==> config.mk <==
export PLATFORM = sky130hd
export DESIGN_NAME = scancode_to_char_decoder_unit_flat
export DESIGN_NICKNAME = d
export VERILOG_FILES = /design/src/rtl/core/sc2c_pkg.sv /design/src/rtl/core/sc2c_scan_if.sv /design/src/rtl/core/sc2c_result_if.sv /design/src/rtl/core/sc2c_ram.sv /design/src/rtl/core/scancode_to_char_decoder_unit.sv /design/src/flat_wrapper.sv
export SDC_FILE = /design/constraint.sdc
export NUM_CORES = 1
export LEC_CHECK = 0
export CORE_ASPECT_RATIO = 0.6
export CORE_MARGIN = 3
export CORE_UTILIZATION = 46
export DETAILED_ROUTE_END_ITERATION = 6
export DONT_BUFFER_PORTS = 1
export PLACE_DENSITY = 0.62
export SYNTH_ARGS = -nofsm -noshare
export SYNTH_HDL_FRONTEND = slang
export SYNTH_MEMORY_MAX_BITS = 65536
export SYNTH_SLANG_ARGS = --single-unit
export TNS_END_PERCENT = 10
==> constraint.sdc <==
create_clock -name clk -period 4.04 [get_ports clk]
set_input_delay 0.404 -clock clk [delete_from_list [all_inputs] [get_ports clk]]
set_output_delay 0.404 -clock clk [all_outputs]
set_load 0.1 [all_outputs]
==> src/rtl/core/sc2c_pkg.sv <==
// shared types, constants and key tables of the scan code decoder
package sc2c_pkg;

    // scan code bytes
    localparam int unsigned CodeW = 8;
    localparam logic [CodeW-1:0] CodePrefix = 8'hE0;
    localparam logic [CodeW-1:0] CodeLShiftUp = 8'd170;
    localparam logic [CodeW-1:0] CodeRShiftUp = 8'd182;
    localparam logic [CodeW-1:0] CodeMakeMax = 8'd128;
    localparam logic [CodeW-1:0] CodeTabMax = 8'd83;
    localparam logic [CodeW-1:0] KeyAccent = 8'd40;
    localparam logic [CodeW-1:0] KeyLShift = 8'd42;
    localparam logic [CodeW-1:0] KeyRShift = 8'd54;
    localparam logic [CodeW-1:0] KeyCaps = 8'd58;
    localparam logic [CodeW-1:0] KeyNum = 8'd69;

    // lookup results: 8-bit character or one of two markers
    localparam int unsigned ResW = 9;
    localparam logic [ResW-1:0] NoChar = 9'h100;
    localparam logic [ResW-1:0] Unassigned = 9'h101;

    // led mask bits
    localparam logic [2:0] LedNum = 3'b010;
    localparam logic [2:0] LedCaps = 3'b100;

    // result kinds
    typedef enum logic [1:0] {
        KIND_NONE       = 2'd0,
        KIND_CHAR       = 2'd1,
        KIND_UNASSIGNED = 2'd2
    } kind_t;

    // keyboard flags kept in the state memory
    typedef struct packed {
        logic       ext;
        logic       lsh;
        logic       rsh;
        logic       caps;
        logic       num;
        logic       acc;
        logic [2:0] led;
    } kbd_state_t;

    localparam int unsigned StateW = $bits(kbd_state_t);
    localparam int unsigned StateDepth = 1;

    // widen a character to a lookup result
    function automatic logic [ResW-1:0] chr(input logic [7:0] c);
        return {1'b0, c};
    endfunction

    // plain layer, codes 1..83
    function automatic logic [ResW-1:0] plain_char(input logic [6:0] code);
        logic [ResW-1:0] v;
        case (code)
            7'd2:  v = chr("1");
            7'd3:  v = chr("2");
            7'd4:  v = chr("3");
            7'd5:  v = chr("4");
            7'd6:  v = chr("5");
            7'd7:  v = chr("6");
            7'd8:  v = chr("7");
            7'd9:  v = chr("8");
            7'd10: v = chr("9");
            7'd11: v = chr("0");
            7'd12: v = 9'd39;
            7'd13: v = 9'd168;
            7'd14: v = 9'd8;
            7'd15: v = 9'd9;
            7'd16: v = chr("q");
            7'd17: v = chr("w");
            7'd18: v = chr("e");
            7'd19: v = chr("r");
            7'd20: v = chr("t");
            7'd21: v = chr("y");
            7'd22: v = chr("u");
            7'd23: v = chr("i");
            7'd24: v = chr("o");
            7'd25: v = chr("p");
            7'd26: v = Unassigned;
            7'd27: v = chr("+");
            7'd28: v = 9'd10;
            7'd30: v = chr("a");
            7'd31: v = chr("s");
            7'd32: v = chr("d");
            7'd33: v = chr("f");
            7'd34: v = chr("g");
            7'd35: v = chr("h");
            7'd36: v = chr("j");
            7'd37: v = chr("k");
            7'd38: v = chr("l");
            7'd39: v = 9'd164;
            7'd40: v = chr("{");
            7'd41: v = chr("}");
            7'd42: v = 9'd124;
            7'd43: v = Unassigned;
            7'd44: v = chr("z");
            7'd45: v = chr("x");
            7'd46: v = chr("c");
            7'd47: v = chr("v");
            7'd48: v = chr("b");
            7'd49: v = chr("n");
            7'd50: v = chr("m");
            7'd51: v = chr(",");
            7'd52: v = chr(".");
            7'd53: v = chr("-");
            7'd54: v = Unassigned;
            7'd55: v = Unassigned;
            7'd57: v = chr(" ");
            7'd58: v = Unassigned;
            7'd69: v = chr("N");
            7'd70: v = chr("S");
            7'd71: v = chr("H");
            7'd72: v = 9'd202;
            7'd74: v = chr("-");
            7'd75: v = 9'd185;
            7'd76: v = 9'd206;
            7'd77: v = 9'd204;
            7'd78: v = chr("+");
            7'd79: v = chr("E");
            7'd80: v = 9'd203;
            7'd82: v = chr("I");
            7'd83: v = chr("D");
            default: v = NoChar;
        endcase
        return v;
    endfunction

    // shifted layer, codes 1..83
    function automatic logic [ResW-1:0] shift_char(input logic [6:0] code);
        logic [ResW-1:0] v;
        logic [ResW-1:0] p;
        p = plain_char(code);
        case (code)
            7'd2:  v = chr("!");
            7'd3:  v = chr("\"");
            7'd4:  v = chr("#");
            7'd5:  v = chr("$");
            7'd6:  v = chr("%");
            7'd7:  v = chr("&");
            7'd8:  v = chr("/");
            7'd9:  v = chr("(");
            7'd10: v = chr(")");
            7'd11: v = chr("=");
            7'd12: v = chr("?");
            7'd13: v = 9'd173;
            7'd27: v = chr("*");
            7'd39: v = 9'd165;
            7'd40: v = chr("[");
            7'd41: v = chr("]");
            7'd42: v = 9'd167;
            7'd51: v = chr(";");
            7'd52: v = chr(":");
            7'd53: v = chr("_");
            default:
            begin
                // letters go upper case, the rest matches the plain layer
                if (p inside {[chr("a"):chr("z")]})
                    v = p - 9'd32;
                else
                    v = p;
            end
        endcase
        return v;
    endfunction

    // numeric keypad digits, codes 71..83
    function automatic logic [ResW-1:0] keypad_char(input logic [6:0] code);
        logic [ResW-1:0] v;
        case (code)
            7'd71: v = chr("7");
            7'd72: v = chr("8");
            7'd73: v = chr("9");
            7'd75: v = chr("4");
            7'd76: v = chr("5");
            7'd77: v = chr("6");
            7'd79: v = chr("1");
            7'd80: v = chr("2");
            7'd81: v = chr("3");
            7'd82: v = chr("0");
            7'd83: v = chr(".");
            default: v = NoChar;
        endcase
        return v;
    endfunction

    // keys behind the extended prefix, codes 1..83
    function automatic logic [ResW-1:0] prefixed_char(input logic [6:0] code);
        logic [ResW-1:0] v;
        if (code == 7'd28)
            v = 9'd10;
        else if (code == 7'd53)
            v = chr("/");
        else if (code >= 7'd71 && code != 7'd78)
            v = plain_char(code);
        else
            v = NoChar;
        return v;
    endfunction

    function automatic logic is_letter(input logic [ResW-1:0] v);
        return (v inside {[chr("a"):chr("z")]}) || (v == 9'd164);
    endfunction

    function automatic logic is_keypad_digit(input logic [6:0] code);
        return code inside {[7'd71:7'd73], [7'd75:7'd77], [7'd79:7'd83]};
    endfunction

    // acute form of a plain vowel
    function automatic logic [ResW-1:0] acute_char(input logic [ResW-1:0] v);
        logic [ResW-1:0] a;
        case (v)
            chr("a"): a = 9'd160;
            chr("e"): a = 9'd130;
            chr("i"): a = 9'd161;
            chr("o"): a = 9'd162;
            chr("u"): a = 9'd163;
            default:  a = NoChar;
        endcase
        return a;
    endfunction

endpackage

==> src/rtl/core/sc2c_scan_if.sv <==
// scan code input channel
interface sc2c_scan_if;
    logic       valid;
    logic       ready;
    logic [7:0] scan_code;

    modport source (output valid, output scan_code, input ready);
    modport sink (input valid, input scan_code, output ready);
endinterface

==> src/rtl/core/sc2c_result_if.sv <==
// decoded character result channel
interface sc2c_result_if;
    logic       valid;
    logic       ready;
    logic [1:0] kind;
    logic [7:0] char_code;
    logic       led_write;
    logic [2:0] led_bits;

    modport source (output valid, output kind, output char_code, output led_write,
                    output led_bits, input ready);
    modport sink (input valid, input kind, input char_code, input led_write,
                  input led_bits, output ready);
endinterface

==> src/rtl/core/sc2c_ram.sv <==
// generic single-write, single-read ram with registered read data
module sc2c_ram #(
    parameter int unsigned WIDTH = sc2c_pkg::StateW,
    parameter int unsigned DEPTH = sc2c_pkg::StateDepth,
    localparam int unsigned AddrW = (DEPTH > 1) ? $clog2(DEPTH) : 1
) (
    input  logic                 clk,
    input  logic                 wr_en,
    input  logic [AddrW-1:0]     wr_addr,
    input  logic [WIDTH-1:0]     wr_data,
    input  logic                 rd_en,
    input  logic [AddrW-1:0]     rd_addr,
    output logic [WIDTH-1:0]     rd_data
);
    logic [WIDTH-1:0] mem_reg [0:DEPTH-1];
    logic [WIDTH-1:0] rd_data_reg;

    // write port and registered read port, read returns old data on a collision
    always_ff @(posedge clk)
    begin
        if (wr_en)
        begin
            mem_reg[wr_addr] <= wr_data;
        end
        if (rd_en)
        begin
            rd_data_reg <= mem_reg[rd_addr];
        end
    end

    assign rd_data = rd_data_reg;
endmodule

==> src/rtl/core/scancode_to_char_decoder_unit.sv <==
// scan code set 1 to character decoder, spanish layout
//
//  channel  | role   | payload
//  ---------+--------+---------------------------------------------
//  scan     | sink   | scan_code[7:0]
//  result   | source | kind[1:0] char_code[7:0] led_write led_bits[2:0]
//
// one item per cycle sustained while result.ready holds; a scan code goes from the
// state memory read to decode and write back into the output register
// the keyboard flags live in a one-entry state ram, a result written in the
// same cycle as the next read is forwarded to the following item
// rst_n clears the pipeline and marks the state entry unwritten, which reads as zero
// a stalled result holds the decode stage; scan.ready drops only while both are full
module scancode_to_char_decoder_unit (
    input  logic              clk,
    input  logic              rst_n,
    sc2c_scan_if.sink         scan,
    sc2c_result_if.source     result
);
    localparam int unsigned AddrW =
        (sc2c_pkg::StateDepth > 1) ? $clog2(sc2c_pkg::StateDepth) : 1;
    localparam logic [AddrW-1:0] StateAddr = '0;

    logic                           scan_acc;
    logic                           s1_move;
    logic                           out_free;
    logic                           s1_vld_reg;
    logic [sc2c_pkg::CodeW-1:0]     s1_code_reg;
    logic                           fwd_reg;
    logic                           rd_vld_reg;
    logic                           state_vld_reg;
    sc2c_pkg::kbd_state_t           fwd_state_reg;
    logic [sc2c_pkg::StateW-1:0]    rd_data;
    sc2c_pkg::kbd_state_t           cur_state;
    sc2c_pkg::kbd_state_t           nxt_state;
    logic [sc2c_pkg::ResW-1:0]      res;
    logic                           led_w;
    logic [6:0]                     idx;
    logic                           shift;
    logic [sc2c_pkg::ResW-1:0]      plain_v;
    logic [sc2c_pkg::ResW-1:0]      acute_v;
    sc2c_pkg::kind_t                kind_next;
    logic [7:0]                     char_next;
    logic                           out_vld_reg;
    sc2c_pkg::kind_t                out_kind_reg;
    logic [7:0]                     out_char_reg;
    logic                           out_led_w_reg;
    logic [2:0]                     out_led_reg;

    // handshake and pipeline advance
    assign out_free = !out_vld_reg || result.ready;
    assign s1_move = s1_vld_reg && out_free;
    assign scan.ready = !s1_vld_reg || s1_move;
    assign scan_acc = scan.valid && scan.ready;

    // state memory, read on accept and written when the decode stage retires
    sc2c_ram #(
        .WIDTH(sc2c_pkg::StateW),
        .DEPTH(sc2c_pkg::StateDepth)
    ) u_state_ram (
        .clk     (clk),
        .wr_en   (s1_move),
        .wr_addr (StateAddr),
        .wr_data (nxt_state),
        .rd_en   (scan_acc),
        .rd_addr (StateAddr),
        .rd_data (rd_data)
    );

    // decode stage control and forwarding flags
    always_ff @(posedge clk or negedge rst_n)
    begin
        if (!rst_n)
        begin
            s1_vld_reg <= 1'b0;
            fwd_reg <= 1'b0;
            rd_vld_reg <= 1'b0;
            state_vld_reg <= 1'b0;
        end
        else
        begin
            if (s1_move)
            begin
                state_vld_reg <= 1'b1;
            end
            if (scan_acc)
            begin
                s1_vld_reg <= 1'b1;
                fwd_reg <= s1_move;
                rd_vld_reg <= state_vld_reg;
            end
            else if (s1_move)
            begin
                s1_vld_reg <= 1'b0;
            end
        end
    end

    // decode stage payload and the state being written alongside the read
    always_ff @(posedge clk)
    begin
        if (scan_acc)
        begin
            s1_code_reg <= scan.scan_code;
            fwd_state_reg <= nxt_state;
        end
    end

    // current flags: forwarded write, memory entry, or reset value
    always_comb
    begin
        if (fwd_reg)
            cur_state = fwd_state_reg;
        else if (rd_vld_reg)
            cur_state = sc2c_pkg::kbd_state_t'(rd_data);
        else
            cur_state = '0;
    end

    // flag update and table lookup
    always_comb
    begin
        idx = s1_code_reg[6:0];
        shift = cur_state.lsh || cur_state.rsh;
        plain_v = sc2c_pkg::plain_char(idx);
        acute_v = sc2c_pkg::acute_char(plain_v);
        nxt_state = cur_state;
        res = sc2c_pkg::NoChar;
        led_w = 1'b0;
        if (cur_state.ext)
        begin
            nxt_state.ext = 1'b0;
            if (s1_code_reg inside {[8'd1:sc2c_pkg::CodeTabMax]})
                res = sc2c_pkg::prefixed_char(idx);
        end
        else if (s1_code_reg == sc2c_pkg::CodePrefix)
        begin
            nxt_state.ext = 1'b1;
        end
        else if (s1_code_reg == sc2c_pkg::CodeLShiftUp)
        begin
            nxt_state.lsh = 1'b0;
        end
        else if (s1_code_reg == sc2c_pkg::CodeRShiftUp)
        begin
            nxt_state.rsh = 1'b0;
        end
        else if (s1_code_reg <= sc2c_pkg::CodeMakeMax)
        begin
            if (cur_state.acc)
            begin
                // dead key consumes this make code
                nxt_state.acc = 1'b0;
                if ((s1_code_reg inside {[8'd1:sc2c_pkg::CodeTabMax]}) &&
                    acute_v != sc2c_pkg::NoChar && !cur_state.caps && !shift)
                    res = acute_v;
            end
            else if (s1_code_reg == sc2c_pkg::KeyAccent)
            begin
                nxt_state.acc = 1'b1;
            end
            else if (s1_code_reg == sc2c_pkg::KeyLShift)
            begin
                nxt_state.lsh = 1'b1;
            end
            else if (s1_code_reg == sc2c_pkg::KeyRShift)
            begin
                nxt_state.rsh = 1'b1;
            end
            else if (s1_code_reg == sc2c_pkg::KeyCaps)
            begin
                nxt_state.led = cur_state.led ^ sc2c_pkg::LedCaps;
                nxt_state.caps = !cur_state.caps;
                led_w = 1'b1;
            end
            else if (s1_code_reg == sc2c_pkg::KeyNum)
            begin
                nxt_state.led = cur_state.led ^ sc2c_pkg::LedNum;
                nxt_state.num = !cur_state.num;
                led_w = 1'b1;
            end
            else if (s1_code_reg == 8'd0 || s1_code_reg > sc2c_pkg::CodeTabMax)
            begin
                res = sc2c_pkg::NoChar;
            end
            else if (cur_state.caps && sc2c_pkg::is_letter(plain_v))
            begin
                // shift undoes caps lock on letters
                res = shift ? plain_v : sc2c_pkg::shift_char(idx);
            end
            else if ((shift || cur_state.num) && sc2c_pkg::is_keypad_digit(idx))
            begin
                res = sc2c_pkg::keypad_char(idx);
            end
            else if (shift)
            begin
                res = sc2c_pkg::shift_char(idx);
            end
            else
            begin
                res = plain_v;
            end
        end
    end

    // result encoding
    always_comb
    begin
        if (res == sc2c_pkg::NoChar)
        begin
            kind_next = sc2c_pkg::KIND_NONE;
            char_next = 8'd0;
        end
        else if (res == sc2c_pkg::Unassigned)
        begin
            kind_next = sc2c_pkg::KIND_UNASSIGNED;
            char_next = 8'd0;
        end
        else
        begin
            kind_next = sc2c_pkg::KIND_CHAR;
            char_next = res[7:0];
        end
    end

    // output register control
    always_ff @(posedge clk or negedge rst_n)
    begin
        if (!rst_n)
        begin
            out_vld_reg <= 1'b0;
        end
        else if (out_free)
        begin
            out_vld_reg <= s1_vld_reg;
        end
    end

    // output register payload
    always_ff @(posedge clk)
    begin
        if (s1_move)
        begin
            out_kind_reg <= kind_next;
            out_char_reg <= char_next;
            out_led_w_reg <= led_w;
            out_led_reg <= nxt_state.led;
        end
    end

    assign result.valid = out_vld_reg;
    assign result.kind = out_kind_reg;
    assign result.char_code = out_char_reg;
    assign result.led_write = out_led_w_reg;
    assign result.led_bits = out_led_reg;
endmodule

==> src/flat_wrapper.sv <==
// flat-port wrapper written by rule: the top's interface ports become plain ports
module scancode_to_char_decoder_unit_flat 
  (clk, rst_n, scan_valid, scan_scan_code, scan_ready, result_valid, result_kind, result_char_code, result_led_write, result_led_bits, result_ready);
  sc2c_scan_if scan_i ();
  sc2c_result_if result_i ();
  input  logic clk;
  input  logic rst_n;
  input wire logic [$bits(scan_i.valid)-1:0] scan_valid;
  input wire logic [$bits(scan_i.scan_code)-1:0] scan_scan_code;
  output wire logic [$bits(scan_i.ready)-1:0] scan_ready;
  output wire logic [$bits(result_i.valid)-1:0] result_valid;
  output wire logic [$bits(result_i.kind)-1:0] result_kind;
  output wire logic [$bits(result_i.char_code)-1:0] result_char_code;
  output wire logic [$bits(result_i.led_write)-1:0] result_led_write;
  output wire logic [$bits(result_i.led_bits)-1:0] result_led_bits;
  input wire logic [$bits(result_i.ready)-1:0] result_ready;
  assign scan_i.valid = scan_valid;
  assign scan_i.scan_code = scan_scan_code;
  assign scan_ready = scan_i.ready;
  assign result_valid = result_i.valid;
  assign result_kind = result_i.kind;
  assign result_char_code = result_i.char_code;
  assign result_led_write = result_i.led_write;
  assign result_led_bits = result_i.led_bits;
  assign result_i.ready = result_ready;
  scancode_to_char_decoder_unit u_core (.clk(clk), .rst_n(rst_n), .scan(scan_i), .result(result_i));
endmodule
## Word level (Yosys, flattened, before mapping)

Memories as Yosys holds them, arrays and structs flattened. A register that Yosys moved wholly into a read port is not among the register bits.
Cells that the tools add are included.

- Input bits: 12
- Register bits: 36
- Latch bits: 0
- Logic and storage cells: 219
- Memories: 5
- RAM bits: 9
- Memory bits (read-only): 4608

Memories:

| name | depth | bits a word | read ports | clocked after Yosys merged registers in | wr ports | RTL line | RTL |
|---|---|---|---|---|---|---|---|
| (name not given) | 128 | 9 | 1 | 1 | 0 | sc2c_pkg.sv:55 | `case (code)` |
| (name not given) | 128 | 9 | 1 | 1 | 0 | sc2c_pkg.sv:55 |  |
| (name not given) | 128 | 9 | 1 | 1 | 0 | sc2c_pkg.sv:55 |  |
| (name not given) | 128 | 9 | 1 | 1 | 0 | sc2c_pkg.sv:55 |  |
| u_core.u_state_ram.mem_reg | 1 | 9 | 1 | 1 | 1 | sc2c_ram.sv:15 | `logic [WIDTH-1:0] mem_reg [0:DEPTH-1];` |

- Reduce and logical (&&, ||, !) cells: 31
- Bitwise logic cells: 3
- Shift operators: 0
- $lt $le $gt $ge: 16
- Multipliers: 0
- Muxes and demuxes: 95
- Div/mod/pow operators: 0
- Add/sub/neg operators: 2
- Eq/ne operators: 50

Operator list:

| operator | number |
|---|---|
| two-way mux 9 bit | 53 |
| one-hot mux 9 bit (20 select lines) | 2 |
| one-hot mux 9 bit (11 select lines) | 1 |
| == test 7 bit, second input constant | 11 |
| == test 7 x 6 -> 1 bit, second input constant | 7 |
| == test 9 x 7 -> 1 bit, second input constant | 5 |
| one-hot mux 9 bit (5 select lines) | 1 |
| == test 7 x 4 -> 1 bit, second input constant | 6 |
| two-way mux 7 bit | 5 |
| == test 8 x 6 -> 1 bit, second input constant | 4 |
| == test 7 x 3 -> 1 bit, second input constant | 4 |
| >= comparator 9 x 7 -> 1 bit, second input constant | 3 |
| less-or-equal comparator 9 x 7 -> 1 bit, second input constant | 3 |
| == test 8 bit, second input constant | 3 |
| two-way mux 8 bit | 3 |
| >= comparator 7 bit, second input constant | 3 |
| less-or-equal comparator 7 bit, second input constant | 3 |
| == test 9 bit, second input constant | 2 |
| two-way mux 1 bit | 18 |
| two-way mux 3 bit | 6 |
| subtractor 9 x 6 -> 9 bit, second input constant | 2 |
| logical AND 1 bit | 15 |
| == test 7 x 2 -> 1 bit, second input constant | 2 |
| == test 7 x 5 -> 1 bit, second input constant | 2 |
| other kinds (19) | 33 |

## Depth between registers and ports, before layout

- Depth after elaboration: 40
- Mapped depth: 14

## Modules after synthesis

From an unflattened synthesis, not the netlist that was laid out.

- Cells, all modules: 587
- Area, all modules: 5126.2 um^2

Modules (own cells, without submodules):

| module | area each (um^2) | cells each | sequential area each (um^2) | instances |
|---|---|---|---|---|
| scancode_to_char_decoder_unit | 4585.6 | 569 | 1236.2 | 1 |
| sc2c_ram | 540.5 | 18 | 540.5 | 1 |

## Worst setup path before layout

No wires, ideal clock.

- Kind: reg-to-reg
- Start: register u_core.out_vld_reg, in the netlist u_core.result.valid
- End: register u_core.plain_v[0] (netlist name)
- Cell stages (with the launch flop): 12
- Setup slack: -629 ps
- Arrival time: 4593 ps
- Buffers on the path: 1
- Cells stage by stage: dfrtp_1 nand3b_1 nand2_1 mux2i_1 inv_1 ha_1 clkbuf_1 nor3_1 a31oi_1 a311oi_1 a31oi_1 o22ai_1

- Longest elaborated chain between the ends: 6

Ends and longest elaborated chain:

| item | RTL line | RTL |
|---|---|---|
| from (decl) | scancode_to_char_decoder_unit.sv:44 | `logic out_vld_reg;` |
| from (signal assigned) | scancode_to_char_decoder_unit.sv:235 | `out_vld_reg <= s1_vld_reg;` |
| logical NOT 1 bit | scancode_to_char_decoder_unit.sv:51 | `assign out_free = !out_vld_reg \|\| result.ready;` |
| logical OR 1 bit | scancode_to_char_decoder_unit.sv:51 |  |
| logical AND 1 bit | scancode_to_char_decoder_unit.sv:52 | `assign s1_move = s1_vld_reg && out_free;` |
| logical OR 1 bit | scancode_to_char_decoder_unit.sv:53 | `assign scan.ready = !s1_vld_reg \|\| s1_move;` |
| named net scan_ready | flat_wrapper.sv:10 | `output wire logic [$bits(scan_i.ready)-1:0] scan_ready;` |
| logical AND 1 bit | scancode_to_char_decoder_unit.sv:54 | `assign scan_acc = scan.valid && scan.ready;` |
| two-way mux 7 bit (no line) | n/a |  |

The timed path passes the listed nets, and every way through them passes these cells.
A chain may end at the register's enable or synchronous reset.

## Worst setup path after layout

- Start: register u_core.fwd_reg
- End: register u_core.out_kind_reg[1], in the netlist u_core.result.kind[1], data pin

- Longest elaborated chain between the ends: 20
- Elaborated cells between the ends (all ways): 29

Ends and longest elaborated chain:

| item | RTL line | RTL |
|---|---|---|
| from (decl) | scancode_to_char_decoder_unit.sv:29 | `logic fwd_reg;` |
| from (signal assigned) | scancode_to_char_decoder_unit.sv:89 | `fwd_reg <= s1_move;` |
| two-way mux 9 bit * | scancode_to_char_decoder_unit.sv:112 | `if (fwd_reg)` |
| logical OR 1 bit | scancode_to_char_decoder_unit.sv:124 | `shift = cur_state.lsh \|\| cur_state.rsh;` |
| logical OR 1 bit | scancode_to_char_decoder_unit.sv:191 | `else if ((shift \|\| cur_state.num) && sc2c_pkg::is_keypad_digit(idx))` |
| logical AND 1 bit | scancode_to_char_decoder_unit.sv:191 |  |
| two-way mux 9 bit | scancode_to_char_decoder_unit.sv:191 |  |
| two-way mux 9 bit | scancode_to_char_decoder_unit.sv:186 | `else if (cur_state.caps && sc2c_pkg::is_letter(plain_v))` |
| two-way mux 9 bit | scancode_to_char_decoder_unit.sv:182 | `else if (s1_code_reg == 8'd0 \|\| s1_code_reg > sc2c_pkg::CodeTabMax)` |
| two-way mux 9 bit | scancode_to_char_decoder_unit.sv:176 | `else if (s1_code_reg == sc2c_pkg::KeyNum)` |
| [... 4 more ...] | n/a |  |
| two-way mux 9 bit | scancode_to_char_decoder_unit.sv:150 | `if (cur_state.acc)` |
| two-way mux 9 bit | scancode_to_char_decoder_unit.sv:148 | `else if (s1_code_reg <= sc2c_pkg::CodeMakeMax)` |
| two-way mux 9 bit | scancode_to_char_decoder_unit.sv:144 | `else if (s1_code_reg == sc2c_pkg::CodeRShiftUp)` |
| two-way mux 9 bit | scancode_to_char_decoder_unit.sv:140 | `else if (s1_code_reg == sc2c_pkg::CodeLShiftUp)` |
| two-way mux 9 bit | scancode_to_char_decoder_unit.sv:136 | `else if (s1_code_reg == sc2c_pkg::CodePrefix)` |
| two-way mux 9 bit * | scancode_to_char_decoder_unit.sv:130 | `if (cur_state.ext)` |
| == test 9 bit | scancode_to_char_decoder_unit.sv:214 | `else if (res == sc2c_pkg::Unassigned)` |
| two-way mux 2 bit | scancode_to_char_decoder_unit.sv:214 |  |
| to (signal assigned) | scancode_to_char_decoder_unit.sv:244 | `out_kind_reg <= kind_next;` |
| to (decl) | scancode_to_char_decoder_unit.sv:45 | `sc2c_pkg::kind_t out_kind_reg;` |

Mark *: on every way between the ends. The rest lies on a longest branch, timed or not.

==> impl_metrics.py <==
metrics = {
    "run_status": {
        "status": "finished clean",
    },
    "synth": {
        "ys.flop_type": "edfxtp_1",
        "yosysTopAreaCell": "edfxtp_1",
        "synth-edff-count": 46,
        "synth.avg_cell_area_um2": 8.61,
        "yosysWarnings": 0,
        "synth_seq_cells": 60,
        "yosysUniqueCellTypes": 101,
        "synthTopCellsByCount": "edfxtp_1, a21oi_1, nand2_1, nor2_1, o21ai_0",
        "synth_area_leaders": "edfxtp_1, a21oi_1, o21ai_0",
        "synthCells": 589,
        "netlist_area_mm2": 0.00507,
        "synth.top_cell.area_share_pct": 27.2,
        "async_flop_share_pct": 8.33,
        "yosysMostFrequentCell": "edfxtp_1",
        "syn_nets": 610,
        "seq_area_frac_synth_pct": 33.3,
    },
    "sta": {
        "fin_crit_ns": 3.69,
        "clock_skew_ns": 0.00608,
        "post-route-period-util_pct": 91.2,
        "hold_viol": 0,
        "relSlewSlack_pct": 27.3,
        "slew_viol_final": 0,
        "rsz0062_at_grt": "false",
        "tns_ns": 0,
        "tightest_slew_ns": 1.09,
        "max_freq_mhz": 271,
        "setup-violations-final": 0,
    },
    "routing": {
        "drc_errors": 0,
        "num_vias": 5044,
        "dr.pass1.iters": 5,
        "routed_wl_um": 16900,
        "drt_iter0_drc": 725,
        "viasPerCell": 7.03,
        "antenna_left": 0,
        "drt-wirelength-per-cell_um": 23.6,
    },
    "global_routing": {
        "grt_pass1_wl_um": 26000,
        "grt_pass1_vias": 4448,
        "antenna_found_initial": 0,
        "grt_max_degree": 31,
        "overflow": 0,
        "track_usage_pct": 27.4,
    },
    "final_layout": {
        "syn2layout_area_growth_pct": 8.39,
        "nNetsFinal": 594,
        "drive_above_1_share_pct": 14.2,
        "antennaDiodeCount": 0,
        "num-fill-cells": 1024,
    },
    "floorplanning": {
        "start_util_pct": 47.5,
        "rows": 29,
        "die_y_um": 87.3,
        "pin_count": 28,
        "die-width_um": 142,
        "core_area_mm2": 0.0107,
        "die-area_mm2": 0.0124,
    },
    "clock_tree": {
        "root_buffer": "clkbuf_16",
        "clkSinkCount": 60,
        "tritoncts": "built",
        "clkTransAtPathRegs_ns": 0.06,
        "htreeDepth": 3,
        "clockBufferDepth": 2,
        "cts_resized": 0,
        "cts_made_buffers": 9,
        "insertion_delay_ns": 0.33,
    },
    "critical_path": {
        "startpoint_type": "register",
        "crit_type": "register to register",
        "regToRegSetupSlack_ns": 0.35,
        "required_ns": 4.13,
        "crit_path_end_kind": "register",
        "worstPathArrival_ns": 3.78,
        "crit_path_max_fanout": 10,
    },
    "hold_path": {
        "hp-class": "input pin to register",
    },
    "pwr": {
        "fin_total_pwr_uw": 2450,
        "leakage_uw": 0.00196,
        "max-vdd-ir-drop_v": 0.000270,
        "powerDensity_mw_per_mm2": 446,
    },
    "place": {
        "gp_congestion": 1.00,
        "post-dp-hpwl_um": 12700,
        "portBuffers": 0,
    },
    "job": {
        "cap_violations": 0,
    },
}
-- logic make-up (layout without fill, tap and decap cells) --
logic type,after synthesis,after routing,synth area share [%]
adders and majority gates,10,10,2.42
and+or+nand+nor,210,210,23.0
muxes,16,16,3.28
DFF,60,60,33.3
xor gates and xnor gates,12,12,2.07
AOI/OAI and AO/OA,210,210,29.4
buffers and inverters,71,60,6.59
-- through the flow --
stage	setup slack, ns	util [%]	cell area, µm²	hold WS (ns)	instances
final	0.354	51.5	5500	0.162	717
after global routing	0.164	51.5	5500	0.144	717
after global placement	0.450	48.6	5190	0.109	700
after floorplan	0.0930	-	5080	0.108	589
after detailed placement	0.469	48.6	5190	0.109	700
after CTS	0.425	51.5	5500	0.156	717
-- routing by layer --
metal	vias to the layer above	track usage, %	share of wire [%]
met5	-	3.64	0.32
li1	2253	-	-
met3	22	9.76	11
met4	2	4.88	1.1
met2	312	34.8	38
met1	2455	43.2	49
-- report_power, final --
part / total (µW) / internal, µW / switching (µW)
combinational: 717 / 261 / 455
sequential: 957 / 755 / 202
clock: 779 / 480 / 299
total: 2450 / 1500 / 957
-- timing repair --
| item | CTS | global route |
|---|---|---|
| hold endpoints to repair | 5 | 0 |
| setup buffers | 0 | 0 |
| hold buffers | 1 | 0 |
-- final timing paths --
kind	start	endpoint	cells past startpoint
max reg2reg	u_core.fwd_reg$_DFFE_PN0P_	u_core.result.kind[1]$_SDFFCE_PN0P_	9
max	u_core.fwd_reg$_DFFE_PN0P_	u_core.result.kind[1]$_SDFFCE_PN0P_	9
min in group asynchronous	rst_n	u_core.s1_vld_reg$_DFFE_PN0P_	1
min	scan_scan_code[0]	u_core.s1_code_reg[0]$_DFFE_PP_	0
max in group asynchronous	rst_n	u_core.result.valid$_DFFE_PN0P_	1
min reg2reg	u_core.u_state_ram.mem_reg[0][6]$_DFFE_PP_	u_core.u_state_ram.rd_data[6]$_DFFE_PP_	0
-- layout by cell type (no fill, tap or decap), types with 4 or more instances in the layout --
cell type	count
dfrtp_1	4
nor3b_1	7
o2111ai_1	5
nand2_1	42
nand2b_1	9
nor2b_1	9
inv_1	17
a21o_1	6
o32ai_1	7
o211ai_1	9
a31oi_1	7
o21ai_0	39
o31ai_1	9
mux2_2	5
ha_1	9
a21oi_1	43
o22ai_1	6
clkbuf_16	9
edfxtp_1	46
or3_1	5
and3_1	7
buf_4	26
mux2i_1	9
dfxtp_1	9
a311oi_1	7
nor4_1	7
nor2_1	39
nand3_1	23
nor3_1	18
xnor2_1	10
a22oi_1	8
a22o_1	5
a211oi_1	11
nand4_1	6
-- area by class of cell --
class | instances | area, µm² | area share [%]
clock buffers | 9 | 225 | 4.10
well taps | 139 | 174 | 3.16
inverters | 17 | 63.8 | 1.16
multi-input cells | 458 | 3070 | 55.8
clock inverters | 7 | 75.1 | 1.37
flip-flops and latches | 60 | 1690 | 30.7
repair buffers | 27 | 205 | 3.73
-- worst max-delay path, cell delays in order (launching register included) --
cell      delay (ns)
dfrtp_1         0.49
buf_4           0.23
nor2b_1         0.62
a22oi_1         0.25
or4_4           0.65
a21oi_4         0.23
or2_1           0.18
a221oi_2        0.07
a211oi_1        0.45
and4b_1         0.25
(Power assumes the default switching activity.)
